<file path="config.mk">
export PLATFORM = sky130hd
export DESIGN_NAME = sdmf_cell
export DESIGN_NICKNAME = d
export VERILOG_FILES = /design/src/rtl/sdmf_pkg.sv /design/src/rtl/sdmf_cell.sv
export SDC_FILE = /design/constraint.sdc
export NUM_CORES = 1
export LEC_CHECK = 0
export BUFFER_PORTS_ARGS = -buffer_cell sky130_fd_sc_hd__buf_2
export CAP_MARGIN = 15
export CELL_PAD_IN_SITES_DETAIL_PLACEMENT = 0
export CELL_PAD_IN_SITES_GLOBAL_PLACEMENT = 1
export CORE_MARGIN = 10
export CORE_UTILIZATION = 35
export DETAILED_ROUTE_END_ITERATION = 16
export PLACE_DENSITY = 0.89
export SETUP_SLACK_MARGIN = 0.02
export SKIP_CTS_REPAIR_TIMING = 1
export SLEW_MARGIN = 25
export SYNTH_ARGS = -nofsm -noshare
export SYNTH_HDL_FRONTEND = slang
export SYNTH_SLANG_ARGS = --single-unit
</file>
<file path="constraint.sdc">
create_clock -name i_clk -period 11.45 [get_ports i_clk]
set_input_delay 2.29 -clock i_clk [delete_from_list [all_inputs] [get_ports i_clk]]
set_output_delay 2.29 -clock i_clk [all_outputs]
set_load 0.05 [all_outputs]
</file>
<file path="src/rtl/sdmf_pkg.sv">
// Shared types, constants and helpers for the sorted diagonal matrix fill block.
// No dependencies; used by every module under rtl/.
`default_nettype none

package sdmf_pkg;

    localparam int MAX_DIM = 8;
    localparam int DEPTH   = MAX_DIM * MAX_DIM;
    localparam int VAL_W   = 32;
    localparam int DIM_W   = 4;
    localparam int POS_W   = $clog2(MAX_DIM);
    localparam int CNT_W   = $clog2(DEPTH + 1);
    localparam int DIAG_W  = $clog2(2 * MAX_DIM - 1);
    localparam int CFG_W   = 2;

    typedef enum logic [CFG_W-1:0] {
        CFG_ROW_COUNT   = 2'd0,
        CFG_COL_COUNT   = 2'd1,
        CFG_ZIGZAG_MODE = 2'd2
    } t_cfg_idx;

    typedef enum logic {
        ST_LOAD,
        ST_EMIT
    } t_state;

    // per-cycle command for every cell of the chain
    typedef struct packed {
        logic load;   // insert the broadcast request value
        logic shift;  // move every value one cell toward the head
    } t_cell_ctl;

    // zero counts as one, anything above the limit as the limit
    function automatic logic [DIM_W-1:0] clamp_dim(input logic [DIM_W-1:0] d);
        logic [DIM_W-1:0] res;
        res = d;
        if (d == '0) begin
            res = DIM_W'(1);
        end else if (d > DIM_W'(MAX_DIM)) begin
            res = DIM_W'(MAX_DIM);
        end
        return res;
    endfunction

endpackage

`default_nettype wire

</file>
<file path="src/rtl/sdmf_cell.sv">
// One cell of the insertion chain: holds one sorted value.
// Depends on sdmf_pkg.
`default_nettype none

module sdmf_cell (
    input  wire logic                               i_clk,
    input  wire sdmf_pkg::t_cell_ctl                i_ctl,
    input  wire logic signed [sdmf_pkg::VAL_W-1:0]  i_new_value,
    input  wire logic                               i_occupied,
    input  wire logic                               i_at_end,
    input  wire logic signed [sdmf_pkg::VAL_W-1:0]  i_left_value,
    input  wire logic                               i_left_greater,
    input  wire logic signed [sdmf_pkg::VAL_W-1:0]  i_right_value,
    output logic signed [sdmf_pkg::VAL_W-1:0]       o_value,
    output logic                                    o_greater
);

    logic signed [sdmf_pkg::VAL_W-1:0] r_value;
    logic signed [sdmf_pkg::VAL_W-1:0] n_value;

    // strictly greater keeps equal values in arrival order
    assign o_greater = i_occupied && (r_value > i_new_value);
    assign o_value   = r_value;

    always_comb begin
        n_value = r_value;
        if (i_ctl.shift) begin
            n_value = i_right_value;
        end else if (i_ctl.load) begin
            if (i_left_greater) begin
                n_value = i_left_value;
            end else if (o_greater || i_at_end) begin
                n_value = i_new_value;
            end
        end
    end

    always_ff @(posedge i_clk) begin
        r_value <= n_value;
    end

endmodule

`default_nettype wire

</file>
## After elaboration in Yosys (flattened, before gate mapping)

Index checks and enable logic that the tools add are counted.

- Word-level logic and storage cells: 11
- Bits in registers: 32
- Input bits: 102

- Reductions and logical operators: 5
- $lt $le $gt $ge: 1
- Muxes and demuxes: 4

Operator list:

| cell | number |
|---|---|
| $mux W32 | 4 |
| $gt A32 B32 Y1 | 1 |
| $reduce_bool A3 Y1 | 1 |
| $reduce_and A2 Y1 | 1 |
| $reduce_bool A2 Y1 | 1 |
| $logic_and A1 B1 Y1 | 1 |
| $logic_or A1 B1 Y1 | 1 |

## Logic depth before layout (Yosys ltp)

Gate-level depths: netlist of run 1.

- Depth in word-level cells: 7
- Mapped depth: 8
- Depth with buffers taken out: 8

## Worst setup path after synthesis of run 1

OpenSTA, ideal clock, no wires.

- Path kind: input port to output port
- From: input i_new_value[14] in the netlist's numbering
- To: output o_greater
- Buffers on the path: 0
- Stages on the path: 7
- Setup slack: 4.725 ns
- Data arrival time: 4.435 ns
- Cell sequence: inv_1 > ha_1 > nand4_1 > a2111oi_0 > or3_1 > a21oi_2 > nor3_1

- Word-level cells in the longest chain between the ends: 2

Ends and longest elaborated chain:

| item | line | RTL |
|---|---|---|
| from (decl) | sdmf_cell.sv:8 | `input wire logic signed [sdmf_pkg::VAL_W-1:0] i_new_value,` |
| $gt A32 B32 Y1 | sdmf_cell.sv:22 | `assign o_greater = i_occupied && (r_value > i_new_value);` |
| $logic_and A1 B1 Y1 | sdmf_cell.sv:22 |  |
| to (decl) | sdmf_cell.sv:15 | `output logic o_greater` |

No other way between the ends.

## Worst setup path after layout of run 1

Same ends and word-level chain as after synthesis.

==> metrics.txt, run 1 <==
status=finished clean; final setup fails=0; die area=0.0108 sq mm; layout cells sized above 1=0.378; I/O pin total=135; Worst Setup End Kind=output pin; maximum clock insertion buffer count=2; Core Region=0.00679 sq mm; grt total ovfl=0; post-route minimum period=6.52 ns; Slew Viols, Final=0; syn nets=393; clock share of power=0.218; worst endpoint required time=9.16 ns; clock skew=0.0110 ns; RSZ-0062 raised after global routing=no; Initial DRC Count=53; fin crit share=0.570; commonest non-fill, non-tap cell in the layout=buf_2; Worst-path clk slew=0.08 ns; ant diodes=0; vias=2296; Max Freq=153 MHz; Rel. slew slack=0.435; initial antenna violation count=0; Final #Nets=525; fillers=674; FFs w/ async S/R, synth=0; Starting Density=0.362; TritonCTS clock tree=yes; Worst Hold Class=reg2reg; Syn Inst Count=259; router iterations before antenna repair=4; Worst Path Max Fanout=4; Static Leak=1.75 nW; H-tree Lvls=2; CTS Sinks=32; Post-DP HPWL=6.17 mm; drt wl/cell=14.8 um; total routed wirelength=7.24 mm; synth warn=0; Synth Area per Inst=9.48 sq um; most frequent cells in the layout=buf_2 (133), nand2_1 (39), o21ai_1 (34), inv_1 (33); max reg flops=32; I/O Buffers=134; clk_lat worst skew=0.28 ns; GRT Resource Usage Total=0.131; data arrival time of the critical path=4.23 ns; Final ANT Viol Nets=0; slew of the pin with the lowest slew margin=0.848 ns; Hold Vio Cnt, Final=0; most frequent CP cell=buf_2; slowest cell on the critical path=or3_1; first-pass GRT wire length=12.1 mm; Root Buffer=clkbuf_8; top_reg_cell synth=edfxtp_1; die width=104 um; pwr dens=115 mW/mm^2; drt drc=0; Sw Pwr=0.146 mW; Via density=4.70; Switching Share=0.383; slowest stage delay, CP=0.40 ns; Max Cap Viol=0; critical path class=in2out; Pint=0.235 mW; pin count of the biggest net entering global routing=66; vias in the first global route=2619; Synth-to-Final Area Change=35.0%; final design utilization=0.488; TNS Setup=0 ns; Seq pwr share=0.398; Post-synth EDFFs=32; die height=104 um; worst-path cell chain=buf_2 -> inv_1 -> ha_1 -> nand4_1 -> nor2_1 -> a221o_1 -> or3_1 -> a21oi_2 -> nor3_1 -> buf_2; synthesized area=0.00246 sq mm; Synth Register Bits=32; VDD IR max=69.6 uV; RePlAce Congestion=0.744; Num CTS Buffers=5; startpoint types=primary input; combinational share of power=0.383; Site Rows=30; sequential element share of the synthesized area=0.391; Yosys cell types=28
==> worst paths after layout <==
path	slack, ns	endpoint	from	cells after the start
setup / recovery	4.93	o_greater	i_new_value[14]	10
hold / removal	1.19	o_value[30]	o_value[31]	4
setup reg to reg	8.35	o_value[9]	o_value[14]	7
hold reg to reg	1.19	o_value[30]	o_value[31]	4
==> cell type report <==
type,count,area [sq um],share of cell area
inverter,33,124,0.0374
clock inverter,3,13.8,0.00415
sequential,32,961,0.290
multi-input combinational,183,1340,0.404
clock buffer,5,68.8,0.0208
tap,96,120,0.0362
timing repair buffer,136,688,0.208
==> cells by family after synthesis <==
logic type                 synth area share
and+or+nand+nor                       0.112
AOI/OAI and AO/OA                     0.134
buffers and inverters                0.0688
muxes                                 0.130
adders and majority gates             0.163
DFF                                   0.391
==> routing by layer <==
metal / routed length [um] / global-route usage
met4: 54 / 0.0268
met1: 3030 / 0.146
met3: 622 / 0.0570
met5: 0 / 0
met2: 3530 / 0.227
==> power groups by stage <==
stage	sequential [mW]	combinational, mW	clock [mW]
after floorplan	0.200	0.0548	0
after global placement	0.154	0.146	0
after detailed placement	0.155	0.148	0
after CTS	0.152	0.149	0.0871
after global routing	0.154	0.161	0.0932
final	0.152	0.146	0.0833
==> per-stage QoR <==
step	setup slack (ns)	std cells	power (mW)	area [sq um]	hold WS (ns)
6_report	4.93	488	0.381	3320	1.19
5_1_grt	4.82	488	0.408	3320	1.26
4_1_cts	4.92	488	0.388	3310	1.21
3_5_place_dp	4.93	480	0.303	3230	1.20
3_3_place_gp	4.97	480	0.300	3230	1.19
2_1_floorplan	4.72	259	0.254	2460	1.99
==> cell usage after synthesis (2+ instances only) <==
library cell	n	area share
o21ai_1	34	0.069
buf_2	3	0.0061
a21oi_2	3	0.011
mux2i_1	32	0.13
nand3_1	4	0.0082
nor3_1	2	0.0041
ha_1	32	0.16
nor2_1	3	0.0046
a21o_1	2	0.0061
nand2_1	39	0.060
nand4_1	7	0.018
edfxtp_1	32	0.39
clkbuf_1	7	0.011
a21oi_1	11	0.022
nor4_1	3	0.0076
inv_1	33	0.050
==> critical path: cells and delay by family <==
family / cells / cell delay [ns]
and+or+nand+nor: 4 / 0.74
AOI/OAI and AO/OA: 2 / 0.53
buffers and inverters: 3 / 0.35
adders and majority gates: 1 / 0.32
Power figures use the tool's default switching activity.
==> run 2, diff against run 1 <==
- CORE_UTILIZATION: 35 -> 29
- PLACE_DENSITY: 0.89 -> 0.79
- clock period: 11.45 -> 5.3 ns (I/O delays scaled with it)
==> run 2 against run 1 <==
Non-clock buffer count increased by 1. Largest power group unchanged. Sequential power up 120%. First-iteration DRC count is 55% higher. Critical endpoint unchanged. Critical path type unchanged. Global-route usage is 1.6 points lower. Via count increased by 0.13%. Sequential share of layout area shrank 0.45 points. Critical path depth did not move. Core utilization decreased by 7.8 points. Power rose by 130%. Hold slack lost 0.13 ns. Clock power rose to 2.7 times the previous value.
==> metrics.txt, run 2 (same netlist as run 1, synthesis figures left out) <==
I/O Buffers=134 (unchanged); Reg-to-Reg End=o_value[13]; Final #Nets=526 (+0.19%); vias in the first global route=2562 (-2.2%); Hold EP=o_value[9]; clk_lat worst skew=0.28 ns (about the same); Initial DRC Count=82 (+55%); startpoint types=primary input; Placed Instance Area=0.00326 sq mm (+0.97%); I/O pin total=135 (unchanged); Max Freq=246 MHz; most frequent cells in the layout=buf_2 (134), nand2_1 (39), o21ai_1 (34), inv_1 (33); clock skew=0.00795 ns (-0.00309 ns); worst endpoint required time=4.24 ns (-4.92 ns); register area=961 sq um (unchanged); final setup fails=0 (unchanged); r2r setup slk=2.36 ns (-5.99 ns); max reg flops=32 (unchanged); Final ANT Viol Nets=0 (unchanged); commonest non-fill, non-tap cell in the layout=buf_2; router iterations before antenna repair=4 (unchanged); FF-to-FF Start=o_value[14]; Site Rows=33 (+10%); Static Leak=1.77 nW (+0.99%); post-route minimum period=4.07 ns; ant diodes=0 (unchanged); Non-Filler Instances=498 (+2.0%); die area=0.0126 sq mm (+17%); maximum clock insertion buffer count=2 (unchanged); Max Cap Viol=0 (unchanged); data arrival time of the critical path=3.01 ns (-1.22 ns); VDD IR max=145 uV (+110%); drt drc=0 (unchanged); Num CTS Buffers=5 (unchanged); GRT Resource Usage Total=0.116 (-0.0159); Min-Delay Path Depth=3 (-1); Cells after DPL=490 (+2.1%); Worst Setup End Kind=output pin; Root Buffer=clkbuf_8; RSZ-0062 raised after global routing=no; Synth-to-Final Area Change=37.1%; initial antenna violation count=0 (unchanged); status=finished clean; grt total ovfl=0 (unchanged); Worst Path Max Fanout=3 (-1); slowest stage delay, CP=0.42 ns (+0.02 ns); fillers=844 (+25%); final non-filler cell area=0.00337 sq mm (+1.6%); Worst Hold Class=in2reg; layout cells sized above 1=0.377 (-0.000961); pin count of the biggest net entering global routing=34 (-48%); first-pass GRT wire length=12.2 mm (+0.85%); Rel. slew slack=0.419 (-0.0161); total routed wirelength=7.58 mm (+4.7%); critical path class=in2out; RePlAce Congestion=0.734 (-1.2%); die width=112 um (+8.0%); Hold Vio Cnt, Final=0 (unchanged); worst-path cell chain=buf_2 -> inv_1 -> ha_1 -> a21oi_1 -> o21ai_0 -> a221o_1 -> or3_1 -> a21oi_2 -> nor3_1 -> buf_2; CTS Sinks=32 (unchanged); pwr dens=260 mW/mm^2 (+130%); slowest cell on the critical path=or3_1; die height=112 um (+8.0%); slew of the pin with the lowest slew margin=0.872 ns (+0.0241 ns); vias=2299 (+0.13%); TNS Setup=0 ns (unchanged); drt wl/cell=15.2 um (+2.6%); Worst-path clk slew=0.07 ns (about the same); Slew Viols, Final=0 (unchanged); most frequent CP cell=buf_2; Starting Density=0.299 (-0.0626); fin crit share=0.768; worst r2r path cells=7 (unchanged); multi-input logic area=0.00134 sq mm (unchanged); TritonCTS clock tree=yes; Final Hold Slack=1.06 ns (-0.129 ns); Via density=4.62 (-1.9%); Core Region=0.00822 sq mm (+21%); HP Start=i_right_value[9]; Post-DP HPWL=6.50 mm (+5.3%); H-tree Lvls=2 (unchanged)
[run 2: changes by cell type in the layout (fill, tap and decap cells not counted), sizes merged]
cell / before / now
buf: 136 / 137
bufinv: 0 / 1
clkinv: 3 / 2
[run 2: worst max-delay path: cells and delay by family]
family / cells / cell delay, ns
compound gates: 4 / 0.76
fa+ha+maj: 1 / 0.32
buf+inv: 3 / 0.35
simple gates: 2 / 0.49
[run 2: per-layer routing]
metal,wire (um),vias to the layer above,GRT usage
met5,0,-,0
met4,56,0,0.0228
met3,659,5,0.0490
met2,3600,84,0.202
met1,3260,1014,0.129
li1,-,1196,-
[run 2: cell type report]
class                           count  share of cell area
Timing Repair Buffer              137               0.210
Clock inverter                      3              0.0111
Sequential cell                    32               0.285
Inverter                           33              0.0368
Tap cell                          105              0.0390
Multi-Input combinational cell    183               0.398
Clock buffer                        5              0.0204
[run 2: worst max path at each step]
stage	slack, ns	start	to	cells past startpoint
2_1_floorplan	0.24	i_new_value[14]	o_value[0]	7
3_3_place_gp	1.24	i_new_value[7]	o_greater	10
3_5_place_dp	1.22	i_new_value[7]	o_greater	10
4_1_cts	1.21	i_new_value[7]	o_greater	10
5_1_grt	1.13	i_new_value[7]	o_greater	10
6_report	1.23	i_new_value[7]	o_greater	10
[run 2: per-stage QoR]
step | power, mW | setup slack, ns | util
3_3_place_gp | 0.652 | 1.24 | 0.397
6_report | 0.876 | 1.23 | 0.410
5_1_grt | 0.933 | 1.13 | 0.410
3_5_place_dp | 0.659 | 1.22 | 0.397
4_1_cts | 0.892 | 1.21 | 0.410
2_1_floorplan | 0.550 | 0.239 | -
[run 2: report_power, final]
part           switching, mW  internal [mW]  total [mW]
registers             0.0149          0.314       0.329
logic                  0.212          0.107       0.318
clock network         0.0915          0.137       0.228
