File: src/rtl/sdmf_pkg.sv
// Shared types, constants and helpers for the sorted diagonal matrix fill block.
// No dependencies; used by every module under rtl/.
`default_nettype none

package sdmf_pkg;

    localparam int MAX_DIM = 8;
    localparam int DEPTH   = MAX_DIM * MAX_DIM;
    localparam int VAL_W   = 32;
    localparam int DIM_W   = 4;
    localparam int POS_W   = $clog2(MAX_DIM);
    localparam int CNT_W   = $clog2(DEPTH + 1);
    localparam int DIAG_W  = $clog2(2 * MAX_DIM - 1);
    localparam int CFG_W   = 2;

    typedef enum logic [CFG_W-1:0] {
        CFG_ROW_COUNT   = 2'd0,
        CFG_COL_COUNT   = 2'd1,
        CFG_ZIGZAG_MODE = 2'd2
    } t_cfg_idx;

    typedef enum logic {
        ST_LOAD,
        ST_EMIT
    } t_state;

    // per-cycle command for every cell of the chain
    typedef struct packed {
        logic load;   // insert the broadcast request value
        logic shift;  // move every value one cell toward the head
    } t_cell_ctl;

    // zero counts as one, anything above the limit as the limit
    function automatic logic [DIM_W-1:0] clamp_dim(input logic [DIM_W-1:0] d);
        logic [DIM_W-1:0] res;
        res = d;
        if (d == '0) begin
            res = DIM_W'(1);
        end else if (d > DIM_W'(MAX_DIM)) begin
            res = DIM_W'(MAX_DIM);
        end
        return res;
    endfunction

endpackage

`default_nettype wire

File: src/rtl/sdmf_walk.sv
// Destination walker: steps row and column along the anti-diagonals.
// Depends on sdmf_pkg.
`default_nettype none

module sdmf_walk (
    input  wire logic                          i_clk,
    input  wire logic                          i_rst_n,
    input  wire logic                          i_start,
    input  wire logic                          i_step,
    input  wire logic [sdmf_pkg::DIM_W-1:0]    i_rows,
    input  wire logic [sdmf_pkg::DIM_W-1:0]    i_cols,
    input  wire logic                          i_zigzag,
    output logic [sdmf_pkg::POS_W-1:0]         o_row,
    output logic [sdmf_pkg::POS_W-1:0]         o_col
);

    logic [sdmf_pkg::DIAG_W-1:0] r_diag;
    logic [sdmf_pkg::DIAG_W-1:0] n_diag;
    logic [sdmf_pkg::POS_W-1:0]  r_row;
    logic [sdmf_pkg::POS_W-1:0]  n_row;
    logic [sdmf_pkg::DIAG_W-1:0] w_next_diag;
    logic                        w_rev;
    logic                        w_next_rev;
    logic                        w_diag_end;

    function automatic logic [sdmf_pkg::POS_W-1:0] diag_lo(
        input logic [sdmf_pkg::DIAG_W-1:0] d,
        input logic [sdmf_pkg::DIM_W-1:0]  cols
    );
        logic [sdmf_pkg::DIAG_W-1:0] t;
        t = '0;
        if (d >= sdmf_pkg::DIAG_W'(cols)) begin
            t = d - sdmf_pkg::DIAG_W'(cols) + sdmf_pkg::DIAG_W'(1);
        end
        return t[sdmf_pkg::POS_W-1:0];
    endfunction

    function automatic logic [sdmf_pkg::POS_W-1:0] diag_hi(
        input logic [sdmf_pkg::DIAG_W-1:0] d,
        input logic [sdmf_pkg::DIM_W-1:0]  rows
    );
        logic [sdmf_pkg::DIAG_W-1:0] t;
        t = d;
        if (d >= sdmf_pkg::DIAG_W'(rows)) begin
            t = sdmf_pkg::DIAG_W'(rows) - sdmf_pkg::DIAG_W'(1);
        end
        return t[sdmf_pkg::POS_W-1:0];
    endfunction

    function automatic logic [sdmf_pkg::POS_W-1:0] POS_W_cut(
        input logic [sdmf_pkg::DIAG_W-1:0] x
    );
        return x[sdmf_pkg::POS_W-1:0];
    endfunction

    assign w_next_diag = r_diag + sdmf_pkg::DIAG_W'(1);
    assign w_rev       = i_zigzag && r_diag[0];
    assign w_next_rev  = i_zigzag && w_next_diag[0];
    assign w_diag_end  = w_rev ? (r_row == diag_lo(r_diag, i_cols))
                               : (r_row == diag_hi(r_diag, i_rows));

    always_comb begin
        n_diag = r_diag;
        n_row  = r_row;
        if (i_start) begin
            n_diag = '0;
            n_row  = '0;
        end else if (i_step) begin
            if (w_diag_end) begin
                n_diag = w_next_diag;
                n_row  = w_next_rev ? diag_hi(w_next_diag, i_rows)
                                    : diag_lo(w_next_diag, i_cols);
            end else begin
                n_row = w_rev ? r_row - sdmf_pkg::POS_W'(1)
                              : r_row + sdmf_pkg::POS_W'(1);
            end
        end
    end

    always_ff @(posedge i_clk) begin
        if (!i_rst_n) begin
            r_diag <= '0;
            r_row  <= '0;
        end else begin
            r_diag <= n_diag;
            r_row  <= n_row;
        end
    end

    assign o_row = r_row;
    assign o_col = POS_W_cut(r_diag - sdmf_pkg::DIAG_W'(r_row));

endmodule

`default_nettype wire

File: config.mk
export PLATFORM = sky130hd
export DESIGN_NAME = sdmf_walk
export DESIGN_NICKNAME = d
export VERILOG_FILES = /design/src/rtl/sdmf_pkg.sv /design/src/rtl/sdmf_walk.sv
export SDC_FILE = /design/constraint.sdc
export NUM_CORES = 1
export LEC_CHECK = 0
export BUFFER_PORTS_ARGS = -buffer_cell sky130_fd_sc_hd__buf_2
export CORE_UTILIZATION = 54
export CTS_BUF_LIST = sky130_fd_sc_hd__clkbuf_4
export DETAILED_ROUTE_END_ITERATION = 10
export HOLD_SLACK_MARGIN = 0.05
export PLACE_DENSITY = 0.79
export SLEW_MARGIN = 10
export SYNTH_ARGS = -nofsm -noshare
export SYNTH_HDL_FRONTEND = slang
export SYNTH_SLANG_ARGS = --single-unit
File: constraint.sdc
create_clock -name i_clk -period 2.6 [get_ports i_clk]
set_input_delay 0.26 -clock i_clk [delete_from_list [all_inputs] [get_ports i_clk]]
set_output_delay 0.26 -clock i_clk [all_outputs]
set_load 0.03 [all_outputs]
; Word-level counts from Yosys, hierarchy flattened
; Index checks and enable logic that the tools add are counted.
[word_totals]
elab_cells = 30
regBits = 7
output_inout_bits = 6
[op_classes]
n_reduce_logical = 4
addsub = 9
eq_ne = 2
mux = 8
magnitude_cmp = 4
n_bitwise = 1
[ops]
columns = operator, n
row1 = two-way mux 3 bit, 7
row2 = greater-or-equal comparator 4 bit, 4
row3 = "adder 3 x 1 -> 3 bit, second input constant", 3
row4 = subtractor 3 bit, 3
row5 = == test 3 bit, 2
row6 = "subtractor 3 x 1 -> 3 bit, second input constant", 2
row7 = "adder 4 x 1 -> 4 bit, second input constant", 1
row8 = logical AND 1 bit, 2
row9 = AND reduction 2 bit, 1
row10 = OR reduction 2 bit, 1
row11 = two-way mux 1 bit, 1
row12 = NOT 1 bit, 1

; Logic depth before layout (Yosys ltp)
; Gate-level depths: netlist of the first run.
[logic_depth]
word_depth = 6
mapped_depth = 11

; Worst setup path before layout of the first run
; OpenSTA, ideal clock, no wires.
[synth_path]
path_type = reg2reg
start = register r_diag[0] in the netlist's numbering
end = register r_row, in the netlist o_row[2]
arrival_ns = 2.424
path_slack_ns = 0.106
period_less_slack_ns = 2.494
stages_incl_launch_ff = 10
setup_time_ns = 0.070
cell_sequence = dfxtp_1 -> inv_1 -> ha_1 -> nor2b_1 -> o21ai_1 -> a22oi_1 -> a2111oi_4 -> a32oi_2 -> or4_1 -> a21oi_1
[synth_via]
elab_chain_cells = 6
elab_cells_between_ends = 21
cone_classes = add/sub: 5 / order compare: 4 / eq/ne: 2 / mux: 8 / reduce/logical: 2
[synth_lines]
columns = element, line
row1 = from (decl), sdmf_walk.sv:17  ; logic [sdmf_pkg::DIAG_W-1:0] r_diag;
row2 = from (signal assigned), sdmf_walk.sv:85  ; r_diag <= n_diag;
row3 = adder 4 x 1 -> 4 bit (*), sdmf_walk.sv:56  ; assign w_next_diag = r_diag + sdmf_pkg::DIAG_W'(1);
row4 = via w_next_diag (one bit), sdmf_walk.sv:21  ; logic [sdmf_pkg::DIAG_W-1:0] w_next_diag;
row5 = subtractor 3 bit, sdmf_walk.sv:33  ; t = d - sdmf_pkg::DIAG_W'(cols) + sdmf_pkg::DIAG_W'(1);
row6 = adder 3 x 1 -> 3 bit, sdmf_walk.sv:33
row7 = two-way mux 3 bit, sdmf_walk.sv:32  ; if (d >= sdmf_pkg::DIAG_W'(cols)) begin
row8 = two-way mux 3 bit (*), sdmf_walk.sv:71  ; n_row = w_next_rev ? diag_hi(w_next_diag, i_rows)
row9 = two-way mux 3 bit (*), sdmf_walk.sv:69  ; if (w_diag_end) begin
row10 = to (signal assigned), sdmf_walk.sv:86  ; r_row <= n_row;
row11 = to (decl), sdmf_walk.sv:19  ; logic [sdmf_pkg::POS_W-1:0] r_row;
; Mark *: on every way through the listed nets, which the timed path passes. The rest lies on a longest branch.
; A chain may end at the register's enable or synchronous reset.

; Worst setup path in the final report of the first run
[layout_path]
start = register r_diag[2] in the netlist's numbering
end = register r_row, in the netlist o_row[2]
[layout_via]
elab_cells_between_ends = 18
cone_classes = add/sub: 5 / order compare: 4 / eq/ne: 2 / mux: 7
[layout_rtl]
columns = element, line
row1 = adder 4 x 1 -> 4 bit (*), sdmf_walk.sv:56
row2 = via w_next_diag (one bit), sdmf_walk.sv:21
row3 = "greater-or-equal comparator 4 bit, on equally long branches", "sdmf_walk.sv:32, sdmf_walk.sv:44"
row4 = "two-way mux 3 bit, on equally long branches", "sdmf_walk.sv:32, sdmf_walk.sv:44"
row5 = two-way mux 3 bit (*), sdmf_walk.sv:71
row6 = two-way mux 3 bit (*), sdmf_walk.sv:69
; Marks and branches as above.

==> reports/summary.txt, run 1 <==
status: complete, no violations
first-pass GRT wire length: 5240 um
drc violations: 0
endpoints failing setup: 0
Crit Path Class: reg2reg
I/O pins: 19
share of layout cells above drive strength 1: 30.3%
largest net degree at the start of global routing: 10
leading register cell type out of synthesis: dfxtp_1
total placed cells including tap cells: 209
P_int: 0.000315 W
initial antenna violation count: 0
CTS clk-pin slew, worst paths: 50 ps
register area share after synthesis: 10.4%
fmax: 387 MHz
Seq cells post-synth: 7
Max-cap violations: 0
Switching Fraction: 40.7%
DIE HEIGHT: 51.9 um
Post-DRT Antenna Nets: 0
GPL Wtd Cong: 0.939
CP Capture Type: flip-flop
Max IR drop VDD: 324 uV
Syn Area/Cell: 8.50 um^2
DP Wirelength: 2750 um
CTS Sinks: 7
GRT Util Overall: 26.9%
row cnt: 17
Synth-to-Final Area Change: 22.4%
Worst-Margin Slew: 492 ps
Hold Vio Cnt, Final: 0
period utilisation layout: 99.5%
unrepaired setup endpoints after global routing: true
reg2reg path depth: 9
violation count after the first detailed-route iteration: 64
Mapped Nets: 198
die area: 2690 um^2
Yosys Warn Count: 0
Initial Util: 59.0%
Logic pwr share: 56.5%
routed length per instance: 16.9 um
Place WS: -26.1 ps
post-synthesis cell count: 158
Pwr per Cell Area: 323 nW/um^2
switching power: 0.000216 W
CTS tree: built
Req. time, crit path: 2740 ps
# Post-CTS Setup Buffers: 0
antenna cells: 0
total grt overflow: 0
Synth Cell Area: 1340 um^2
FFs w/ async S/R, synth: 0%
Slew Viols, Final: 0
Hold Crit Depth: 4
Num CTS Buffers: 3
Core Region: 2280 um^2
CTS H-tree lvls: 1
Post-synth EDFFs: 0
relative slew slack: 67.2%
final setup margin: 13.7 ps
clock root buffer: clkbuf_4
I/O Buffers: 18
critical path arrival: 2720 ps
Clk Latency, worst-skew pair: 260 ps
library cells used by synthesis: 50
die width: 51.9 um
min cycle time layout: 2590 ps
non-filler instance count after layout: 213
P_leak: 0.800 nW
sequential share of power: 22.8%
Post-Route WL: 3600 um
hold crit path type: in2reg
number of global-route vias before repair: 1243
DR vias: 1311
Clk pwr share: 20.7%
crit-path max FO: 6
DR vias/cell: 6.15
Total Nets Final: 226
CTS max path bufs: 2
First-pass DRT Iterations: 4
clk_skew: 3.50 ps
startpoint types: flip-flop
==> logic make-up after synthesis <==
logic type	after synthesis	synth area share, %
AOI/OAI and AO/OA	42	26.7
and+or+nand+nor	42	17.0
adders and majority gates	27	26.3
buffers and inverters	24	7.36
xor gates and xnor gates	13	10.1
DFF	7	10.4
muxes	3	2.24
==> worst max-delay path, cell delays in order, from the launching register on <==
cell and delay (ps):
dfxtp_2 420, buf_4 150, nand3_1 140, xnor2_1 270, ha_1 300, a21o_1 200
or3_1 300, a311oi_1 440, or4_4 210, a21oi_2 40
==> power by group through the flow <==
| stage | combinational, W | sequential, W | clock (W) |
|---|---|---|---|
| floorplan | 0.000190 | 0.000126 | 0 |
| global placement | 0.000257 | 0.000122 | 0 |
| detailed placement | 0.000264 | 0.000122 | 0 |
| CTS | 0.000266 | 0.000120 | 0.000110 |
| global route | 0.000326 | 0.000122 | 0.000120 |
| finish | 0.000300 | 0.000121 | 0.000110 |
==> cell type report <==
cell class                      instances  area, um^2
Multi-Input combinational cell        127        1200
Fill cell                             168         633
Timing Repair Buffer                   27         158
Sequential cell                         7         146
Inverter                               20        75.1
Tap cell                               28        35.0
Clock buffer                            4        30.0
==> layout by cell type, fill, tap and decap left out, drive strengths merged, types with 2 or more instances in the layout <==
cell and count:
buf 27, a31oi 2, nor2 12, fa 2, a21o 3, nand2b 4
dfxtp 7, and2b 2, a21oi 8, nand2 6, or3 2, mux2i 3
nand4 2, and2 2, nor3 2, and3 4, o31ai 3, inv 20
clkbuf 4, a22oi 2, xor2 2, o21ai 8, nor2b 2, ha 25
xnor2 10, a32o 3, a311oi 2, or4 2
==> worst paths after layout <==
path                            slack [ps]      start   endpoint
worst min register to register         550  r_diag[3]  r_diag[3]
worst max register to register          10  r_diag[2]   o_row[2]
worst min-delay path                   310    i_start  r_diag[3]
worst max-delay path                    10  r_diag[2]   o_row[2]
==> synthesized netlist by cell type, types with 2 or more instances <==
master / n / area, um^2
ha_1: 25 / 313
inv_1: 20 / 75.1
nor2_1: 11 / 41.3
xnor2_1: 9 / 78.8
a21oi_1: 7 / 35.0
dfxtp_1: 7 / 140
nand2_1: 6 / 22.5
o21ai_0: 6 / 30.0
nand2b_1: 4 / 25.0
a32o_1: 3 / 30.0
and3_1: 3 / 18.8
mux2i_1: 3 / 30.0
o31ai_1: 3 / 22.5
a21o_1: 2 / 15.0
a22oi_1: 2 / 15.0
a311oi_1: 2 / 17.5
a31oi_1: 2 / 12.5
and2_1: 2 / 12.5
and2b_1: 2 / 15.0
buf_4: 2 / 15.0
fa_1: 2 / 40.0
nand4_1: 2 / 12.5
nor2b_1: 2 / 12.5
o21ai_1: 2 / 10.0
or3_1: 2 / 12.5
or4_1: 2 / 15.0
xor2_1: 2 / 17.5
==> registers in the layout (all words and copies together) (netlist names) <==
register and cells:
o_row 3, r_diag 4
==> what timing repair did <==
item                                    CTS  global route
pin swaps                                 0             9
gates cloned                              0             0
hold buffers                              0             0
gates resized for setup                   1            17
endpoints found under the setup margin    2             6
==> metal layers <==
layer | track usage (%) | up-vias | wire [um]
met5 | 0 | - | 0
met2 | 50.4 | 60 | 1780
met1 | 30.5 | 604 | 1470
met3 | 1.17 | 20 | 182
met4 | 12.6 | 0 | 158
li1 | - | 627 | -
==> per-stage QoR <==
stage | total power [W] | TNS (ps) | area [um^2] | hold slack, ps | utilization [%]
3_5_place_dp | 0.000386 | -48.5 | 1510 | 548 | 66.4
5_1_grt | 0.000567 | -179 | 1640 | 347 | 72.2
6_report | 0.000531 | 0 | 1640 | 315 | 72.2
2_1_floorplan | 0.000316 | 0 | 1340 | 460 | -
4_1_cts | 0.000496 | 0 | 1540 | 322 | 67.8
3_3_place_gp | 0.000379 | 0 | 1510 | 530 | 66.4
(Power assumes the default switching activity.)
==> run 2, diff against run 1 <==
--- a/config.mk
+++ b/config.mk
@@ -5,13 +5,14 @@
 export SDC_FILE = /design/constraint.sdc
 export NUM_CORES = 1
 export LEC_CHECK = 0
+export ABC_AREA = 1
 export BUFFER_PORTS_ARGS = -buffer_cell sky130_fd_sc_hd__buf_2
-export CORE_UTILIZATION = 54
+export CORE_UTILIZATION = 30
 export CTS_BUF_LIST = sky130_fd_sc_hd__clkbuf_4
 export DETAILED_ROUTE_END_ITERATION = 10
 export HOLD_SLACK_MARGIN = 0.05
-export PLACE_DENSITY = 0.79
-export SLEW_MARGIN = 10
+export PLACE_DENSITY = 0.49
+export SLEW_MARGIN = 15
 export SYNTH_ARGS = -nofsm -noshare
 export SYNTH_HDL_FRONTEND = slang
 export SYNTH_SLANG_ARGS = --single-unit
==> run 2 against run 1 <==
  * Utilization is 34 points lower
  * Hold slack worse by 6.5 ps
  * Die area is 66% higher
  * Largest cell class unchanged
  * Highest routed layer unchanged
==> reports/summary.txt, run 2 <==
total placed cells including tap cells: 266 (was 209)
CTS clk-pin slew, worst paths: 60 ps (was 50 ps)
violation count after the first detailed-route iteration: 34 (was 64)
Max-cap violations: 0 (unchanged)
max reg flops: 4 (unchanged)
Core Region: 4000 um^2 (was 2280 um^2)
top cells by area, synth: ha_1 (25%), nand2_1 (13%), inv_1 (11%), dfxtp_1 (11%), nand3_1 (8.3%) (was ha_1 (23%), dfxtp_1 (10%), xnor2_1 (5.9%), inv_1 (5.6%), nor2_1 (3.1%))
routed length per instance: 12.9 um (was 16.9 um)
Post-synth EDFFs: 0 (unchanged)
Pwr per Cell Area: 565 nW/um^2 (was 323 nW/um^2)
Mapped Nets: 232 (was 198)
non-filler instance count after layout: 270 (was 213)
startpoint types: flip-flop (unchanged)
CP Capture Type: flip-flop (unchanged)
top-count cell post-synth: nand2_1 (was ha_1)
relative slew slack: 80.2% (was 67.2%)
DR vias: 1301 (was 1311)
first-pass GRT wire length: 6090 um (was 5240 um)
Post-Route WL: 3480 um (was 3600 um)
unrepaired setup endpoints after global routing: false (was true)
Synth Cell Area: 1260 um^2 (was 1340 um^2)
GRT Util Overall: 18.2% (was 26.9%)
Final Core Density: 37.8% (was 72.2%)
post_cts resized: 0 (was 1)
period utilisation layout: 90.6% (was 99.5%)
Worst-Margin Slew: 297 ps (was 492 ps)
library cells used by synthesis: 23 (was 50)
status: complete, no violations (unchanged)
Syn Area/Cell: 6.56 um^2 (was 8.50 um^2)
P_int: 0.000408 W (was 0.000315 W)
drc violations: 0 (unchanged)
CTS max path bufs: 2 (unchanged)
DP Wirelength: 2960 um (was 2750 um)
Synth area leader: ha_1 (unchanged)
CTS tree: built (unchanged)
Clk Latency, worst-skew pair: 250 ps (was 260 ps)
setup slack, reg-to-reg: 250 ps (was 10 ps)
sequential share of power: 16.8% (was 22.8%)
clock root buffer: clkbuf_4 (unchanged)
clk_skew: 7.35 ps (was 3.50 ps)
DR vias/cell: 4.82 (was 6.15)
register area share after synthesis: 11.1% (was 10.4%)
die width: 66.8 um (was 51.9 um)
Crit Path Class: reg2reg (unchanged)
Logic pwr share: 70.1% (was 56.5%)
DIE HEIGHT: 66.8 um (was 51.9 um)
most frequent cells in the layout: nand2_1 (42), inv_1 (38), ha_1 (24) (was ha_1 (22), inv_1 (20), buf_2 (18))
First-pass DRT Iterations: 4 (unchanged)
Hold Vio Cnt, Final: 0 (unchanged)
Worst R2R End: o_row[2] (unchanged)
post-synthesis cell count: 192 (was 158)
Switching Fraction: 52.2% (was 40.7%)
antenna cells: 0 (unchanged)
I/O Buffers: 18 (unchanged)
CTS H-tree lvls: 1 (unchanged)
leading register cell type out of synthesis: dfxtp_1 (unchanged)
Yosys Warn Count: 0 (unchanged)
Seq cells post-synth: 7 (unchanged)
Hold Path Origin: i_start (unchanged)
Fin Setup TNS: 0 ps (unchanged)
CTS Sinks: 7 (unchanged)
Post-DRT Antenna Nets: 0 (unchanged)
crit-path max FO: 5 (was 6)
most common cell after layout, fill and taps aside: nand2_1 (was ha_1)
Critical R2R Launch: r_diag[0] (was r_diag[2])
Initial Util: 31.5% (was 59.0%)
share of layout cells above drive strength 1: 20.0% (was 30.3%)
initial antenna violation count: 0 (unchanged)
number of global-route vias before repair: 1285 (was 1243)
FFs w/ async S/R, synth: 0% (unchanged)
switching power: 0.000447 W (was 0.000216 W)
hold crit path type: in2reg (unchanged)
critical path arrival: 2500 ps (was 2720 ps)
total grt overflow: 0 (unchanged)
Max IR drop VDD: 459 uV (was 324 uV)
Synth-to-Final Area Change: 20.3% (was 22.4%)
Hold EP: r_diag[1] (was r_diag[3])
fmax: 425 MHz (was 387 MHz)
CTS Hold Bufs: 0 (unchanged)
WHS: 308 ps (was 315 ps)
die area: 4460 um^2 (was 2690 um^2)
Num CTS Buffers: 3 (unchanged)
Top reg by flops: r_diag (unchanged)
Hold Crit Depth: 4 (unchanged)
Slew Viols, Final: 0 (unchanged)
row cnt: 23 (was 17)
P_leak: 0.859 nW (was 0.800 nW)
Total Nets Final: 261 (was 226)
fin area: 1510 um^2 (was 1640 um^2)
Clk pwr share: 13.0% (was 20.7%)
reg2reg path depth: 14 (was 9)
top cell type's share of synthesized area: 24.9% (was 23.3%)
synth cell count leaders: nand2_1 (42), inv_1 (38), ha_1 (25) (was ha_1 (25), inv_1 (20), nor2_1 (11))
largest net degree at the start of global routing: 9 (was 10)
# Post-CTS Setup Buffers: 0 (unchanged)
endpoints failing setup: 0 (unchanged)
placed cell areas: 1460 um^2 (was 1510 um^2)
Req. time, crit path: 2740 ps (about the same)
I/O pins: 19 (unchanged)
GPL Wtd Cong: 0.792 (was 0.939)
CP Launch Point: r_diag[0] (was r_diag[2])
min cycle time layout: 2350 ps (was 2590 ps)
run 2: cell families (layout without fill, tap and decap cells):
logic type      count (synthesis)  count (layout)  synth area share [%]
simple gates                   93              93                  35.5
buf+inv                        40              68                  11.9
flops                           7               7                  11.1
xor+xnor                        8               8                  5.57
compound gates                 17              17                  7.85
fa+ha+maj                      27              27                  28.0
run 2: routing by layer:
| metal | share of wire, % | global-route usage (%) | vias to the layer above |
|---|---|---|---|
| li1 | - | - | 680 |
| met1 | 47 | 23.9 | 591 |
| met2 | 48 | 30.9 | 28 |
| met3 | 4.5 | 3.60 | 2 |
| met4 | 0.49 | 2.93 | 0 |
| met5 | 0 | 0 | - |
run 2: cell type report:
cell class                 count  area [um^2]
multi-input combinational    145          996
tap                           50         62.6
inverter                      40          150
clock buffer                   4         30.0
fill                         457         2490
timing repair buffer          24          135
sequential                     7          140
run 2: per-stage QoR:
stage | setup WS [ps] | total power (W)
after floorplan | 508 | 0.000575
after global placement | 193 | 0.000742
after detailed placement | 180 | 0.000741
after CTS | 167 | 0.000857
after global routing | 53.0 | 0.000970
final | 245 | 0.000855
run 2: critical path: stages (launching register included):
cell and delay (ps):
dfxtp_1 350, buf_4 170, ha_1 350, inv_1 80
ha_1 290, inv_1 60, ha_1 130, inv_1 40
or2_2 290, nand4_1 90, nand2_1 70, inv_1 50
nand4_1 100, nand3_1 100, a21oi_1 60
run 2: how the worst max path moves through the flow:
stage	end	slack, ps	cells past startpoint
CTS	o_row[2]	170	13
global route	r_diag[2]	50	15
floorplan	o_col[2]	510	5
detailed placement	o_row[2]	180	13
finish	o_row[2]	250	14
global placement	o_row[1]	190	11
run 2: power by group through the flow:
stage,Combinational (W),Sequential (W),Clock (W)
3_5_place_dp,0.000594,0.000146,0
4_1_cts,0.000597,0.000144,0.000116
2_1_floorplan,0.000421,0.000153,0
6_report,0.000600,0.000144,0.000112
3_3_place_gp,0.000596,0.000146,0
5_1_grt,0.000697,0.000147,0.000126
==> run 3, diff against run 2 <==
--- a/config.mk
+++ b/config.mk
@@ -10,8 +10,8 @@
 export CORE_UTILIZATION = 30
 export CTS_BUF_LIST = sky130_fd_sc_hd__clkbuf_4
 export DETAILED_ROUTE_END_ITERATION = 10
-export HOLD_SLACK_MARGIN = 0.05
-export PLACE_DENSITY = 0.49
+export HOLD_SLACK_MARGIN = 0.02
+export PLACE_DENSITY = 0.47
 export SLEW_MARGIN = 15
 export SYNTH_ARGS = -nofsm -noshare
 export SYNTH_HDL_FRONTEND = slang
==> constraint.sdc (replaced) <==
create_clock -name i_clk -period 2.2 [get_ports i_clk]
set_input_delay 0.22 -clock i_clk [delete_from_list [all_inputs] [get_ports i_clk]]
set_output_delay 0.22 -clock i_clk [all_outputs]
set_load 0.03 [all_outputs]
==> run 3 against run 2 <==
  * Utilization rose by 7.9 points
  * Clock power increased by 13%
  * Clock-buffer cell count stayed put
  * Register-to-register slack lost 140 ps
  * Combinational power grew 48%
  * Sequential share of layout area shrank 1.1 points
  * Worst setup slack worse by 140 ps
  * Critical endpoint is now r_diag[0]
  * Critical path type unchanged
  * Sequential power increased by 21%
==> reports/summary.txt, run 3 (same netlist as run 2, synthesis figures left out) <==
setup slack, reg-to-reg: 100 ps (was 250 ps)
share of layout cells above drive strength 1: 38.8% (was 20.0%)
switching power: 0.000574 W (was 0.000447 W)
Most common cell on crit path: nand2_1 (was inv_1)
drc violations: 0 (unchanged)
DIE HEIGHT: 66.8 um (unchanged)
Max-cap violations: 0 (unchanged)
Worst-Margin Slew: 293 ps (was 297 ps)
die width: 66.8 um (unchanged)
Routed met2 length: 1810 um (was 1660 um)
min cycle time layout: 2100 ps (was 2350 ps)
largest net degree at the start of global routing: 9 (unchanged)
Pwr per Cell Area: 650 nW/um^2 (was 565 nW/um^2)
GPL Wtd Cong: 0.849 (was 0.792)
I/O pins: 19 (unchanged)
endpoints failing setup: 0 (unchanged)
Fin Setup TNS: 0 ps (unchanged)
clk_skew: 1.05 ps (was 7.35 ps)
most frequent cells in the layout: inv_1 (35), nand2_1 (35), buf_4 (22) (was nand2_1 (42), inv_1 (38), ha_1 (24))
max reg flops: 4 (unchanged)
I/O Buffers: 18 (unchanged)
startpoint types: flip-flop (unchanged)
Synth-to-Final Area Change: 45.5% (was 20.3%)
row cnt: 23 (unchanged)
Post-Route WL: 3650 um (was 3480 um)
total grt overflow: 0 (unchanged)
Initial Util: 31.5% (unchanged)
Req. time, crit path: 2380 ps (was 2740 ps)
P_leak: 0.982 nW (was 0.859 nW)
final setup margin: 102 ps (was 245 ps)
Max IR drop VDD: 319 uV (was 459 uV)
wire length on met3: 105 um (was 155 um)
Switching Fraction: 48.2% (was 52.2%)
Num CTS Buffers: 3 (unchanged)
critical path arrival: 2270 ps (was 2500 ps)
sequential share of power: 14.6% (was 16.8%)
Hold Vio Cnt, Final: 0 (unchanged)
critical path cell sequence: ha_1, a21oi_2, nand3_4, nand2_1, nand3_2, nand2_1, nand2_1, nand2_2, nand3_4, nor2_4, nand2_2, a21oi_2 (was buf_4, ha_1, inv_1, ha_1, inv_1, ha_1, inv_1, or2_2, nand4_1, nand2_1, inv_1, nand4_1, nand3_1, a21oi_1)
slowest stage cell, crit path: dfxtp_2 (was dfxtp_1)
antenna cells: 0 (unchanged)
Metal-1 WL: 1730 um (was 1650 um)
P_int: 0.000617 W (was 0.000408 W)
first-pass GRT wire length: 5520 um (was 6090 um)
relative slew slack: 80.5% (was 80.2%)
CTS Sinks: 7 (unchanged)
Clk pwr share: 10.7% (was 13.0%)
Core Region: 4000 um^2 (unchanged)
CTS clk-pin slew, worst paths: 50 ps (was 60 ps)
hold crit path type: in2reg (unchanged)
CTS tree: built (unchanged)
Logic pwr share: 74.7% (was 70.1%)
# fillers: 430 (was 457)
DP Wirelength: 2910 um (was 2960 um)
crit-path max FO: 8 (was 5)
First-pass DRT Iterations: 4 (unchanged)
violation count after the first detailed-route iteration: 27 (was 34)
initial antenna violation count: 0 (unchanged)
DR vias/cell: 4.66 (was 4.82)
routed length per instance: 12.7 um (was 12.9 um)
CTS Hold Bufs: 0 (unchanged)
GRT Util Overall: 16.6% (was 18.2%)
Clk Latency, worst-skew pair: 250 ps (about the same)
CTS max path bufs: 2 (unchanged)
number of global-route vias before repair: 1174 (was 1285)
fmax: 477 MHz (was 425 MHz)
DR vias: 1336 (was 1301)
CP Capture Type: flip-flop (unchanged)
status: complete, no violations (unchanged)
Post-DRT Antenna Nets: 0 (unchanged)
CP peak stage delay: 350 ps (about the same)
die area: 4460 um^2 (unchanged)
clock root buffer: clkbuf_4 (unchanged)
period utilisation layout: 95.3% (was 90.6%)
Crit Path Class: reg2reg (unchanged)
Total Nets Final: 278 (was 261)
Place WS: 32.2 ps (was 180 ps)
CTS H-tree lvls: 1 (unchanged)
Slew Viols, Final: 0 (unchanged)
Max Used Layer: met3 (was met4)
Top reg by flops: r_diag (unchanged)
[run 3: changes by cell type in the layout (fill, tap and decap cells not counted), sizes merged]
| cell | delta |
|---|---|
| buf | +17 |
[run 3: layout make-up]
class / instances / area, um^2 / share of cell area [%]
Clock buffer: 4 / 30.0 / 1.64
Inverter: 40 / 155 / 8.47
Multi-Input combinational cell: 145 / 1160 / 63.4
Sequential cell: 7 / 150 / 8.20
Tap cell: 50 / 62.6 / 3.42
Timing Repair Buffer: 41 / 273 / 14.9
[run 3: repair_timing]
| action | 4_1_cts | 5_1_grt |
|---|---|---|
| setup endpoints to repair | 1 | 8 |
| setup buffers | 0 | 3 |
| resized for setup | 3 | 42 |
| pin swaps | 0 | 18 |
[run 3: critical path: cells and delay by family, from the launching register on]
kind            cells  cell delay, ps
fa+ha+maj           1             320
flops               1             350
simple gates        9             950
compound gates      2             410
[run 3: power by group through the flow]
stage | logic, W | registers (W) | clock network (W)
floorplan | 0.000498 | 0.000181 | 0
global placement | 0.000775 | 0.000168 | 0
detailed placement | 0.000770 | 0.000168 | 0
CTS | 0.000781 | 0.000166 | 0.000136
global route | 0.00100 | 0.000178 | 0.000143
finish | 0.000890 | 0.000174 | 0.000127
[run 3: worst paths after layout]
path | startpoint | to | cells after the start
setup / recovery | r_diag[3] | r_diag[0] | 12
setup reg to reg | r_diag[3] | r_diag[0] | 12
hold reg to reg | o_row[2] | o_row[2] | 2
hold / removal | i_start | r_diag[2] | 4
[run 3: metrics by stage]
step / total power, W / cell area (um^2) / utilization, % / hold slack [ps] / instances
6_report: 0.00119 / 1830 / 45.8 / 260 / 287
5_1_grt: 0.00132 / 1830 / 45.8 / 260 / 287
4_1_cts: 0.00108 / 1600 / 39.9 / 258 / 284
3_5_place_dp: 0.000937 / 1560 / 39.0 / 528 / 280
3_3_place_gp: 0.000943 / 1560 / 39.0 / 526 / 280
2_1_floorplan: 0.000679 / 1260 / - / 380 / 192
[run 3: routing by layer]
metal	vias up	global-route usage, %
met3	0	2.57
met1	603	22.9
met4	0	0
met5	-	0
li1	714	-
met2	19	28.4
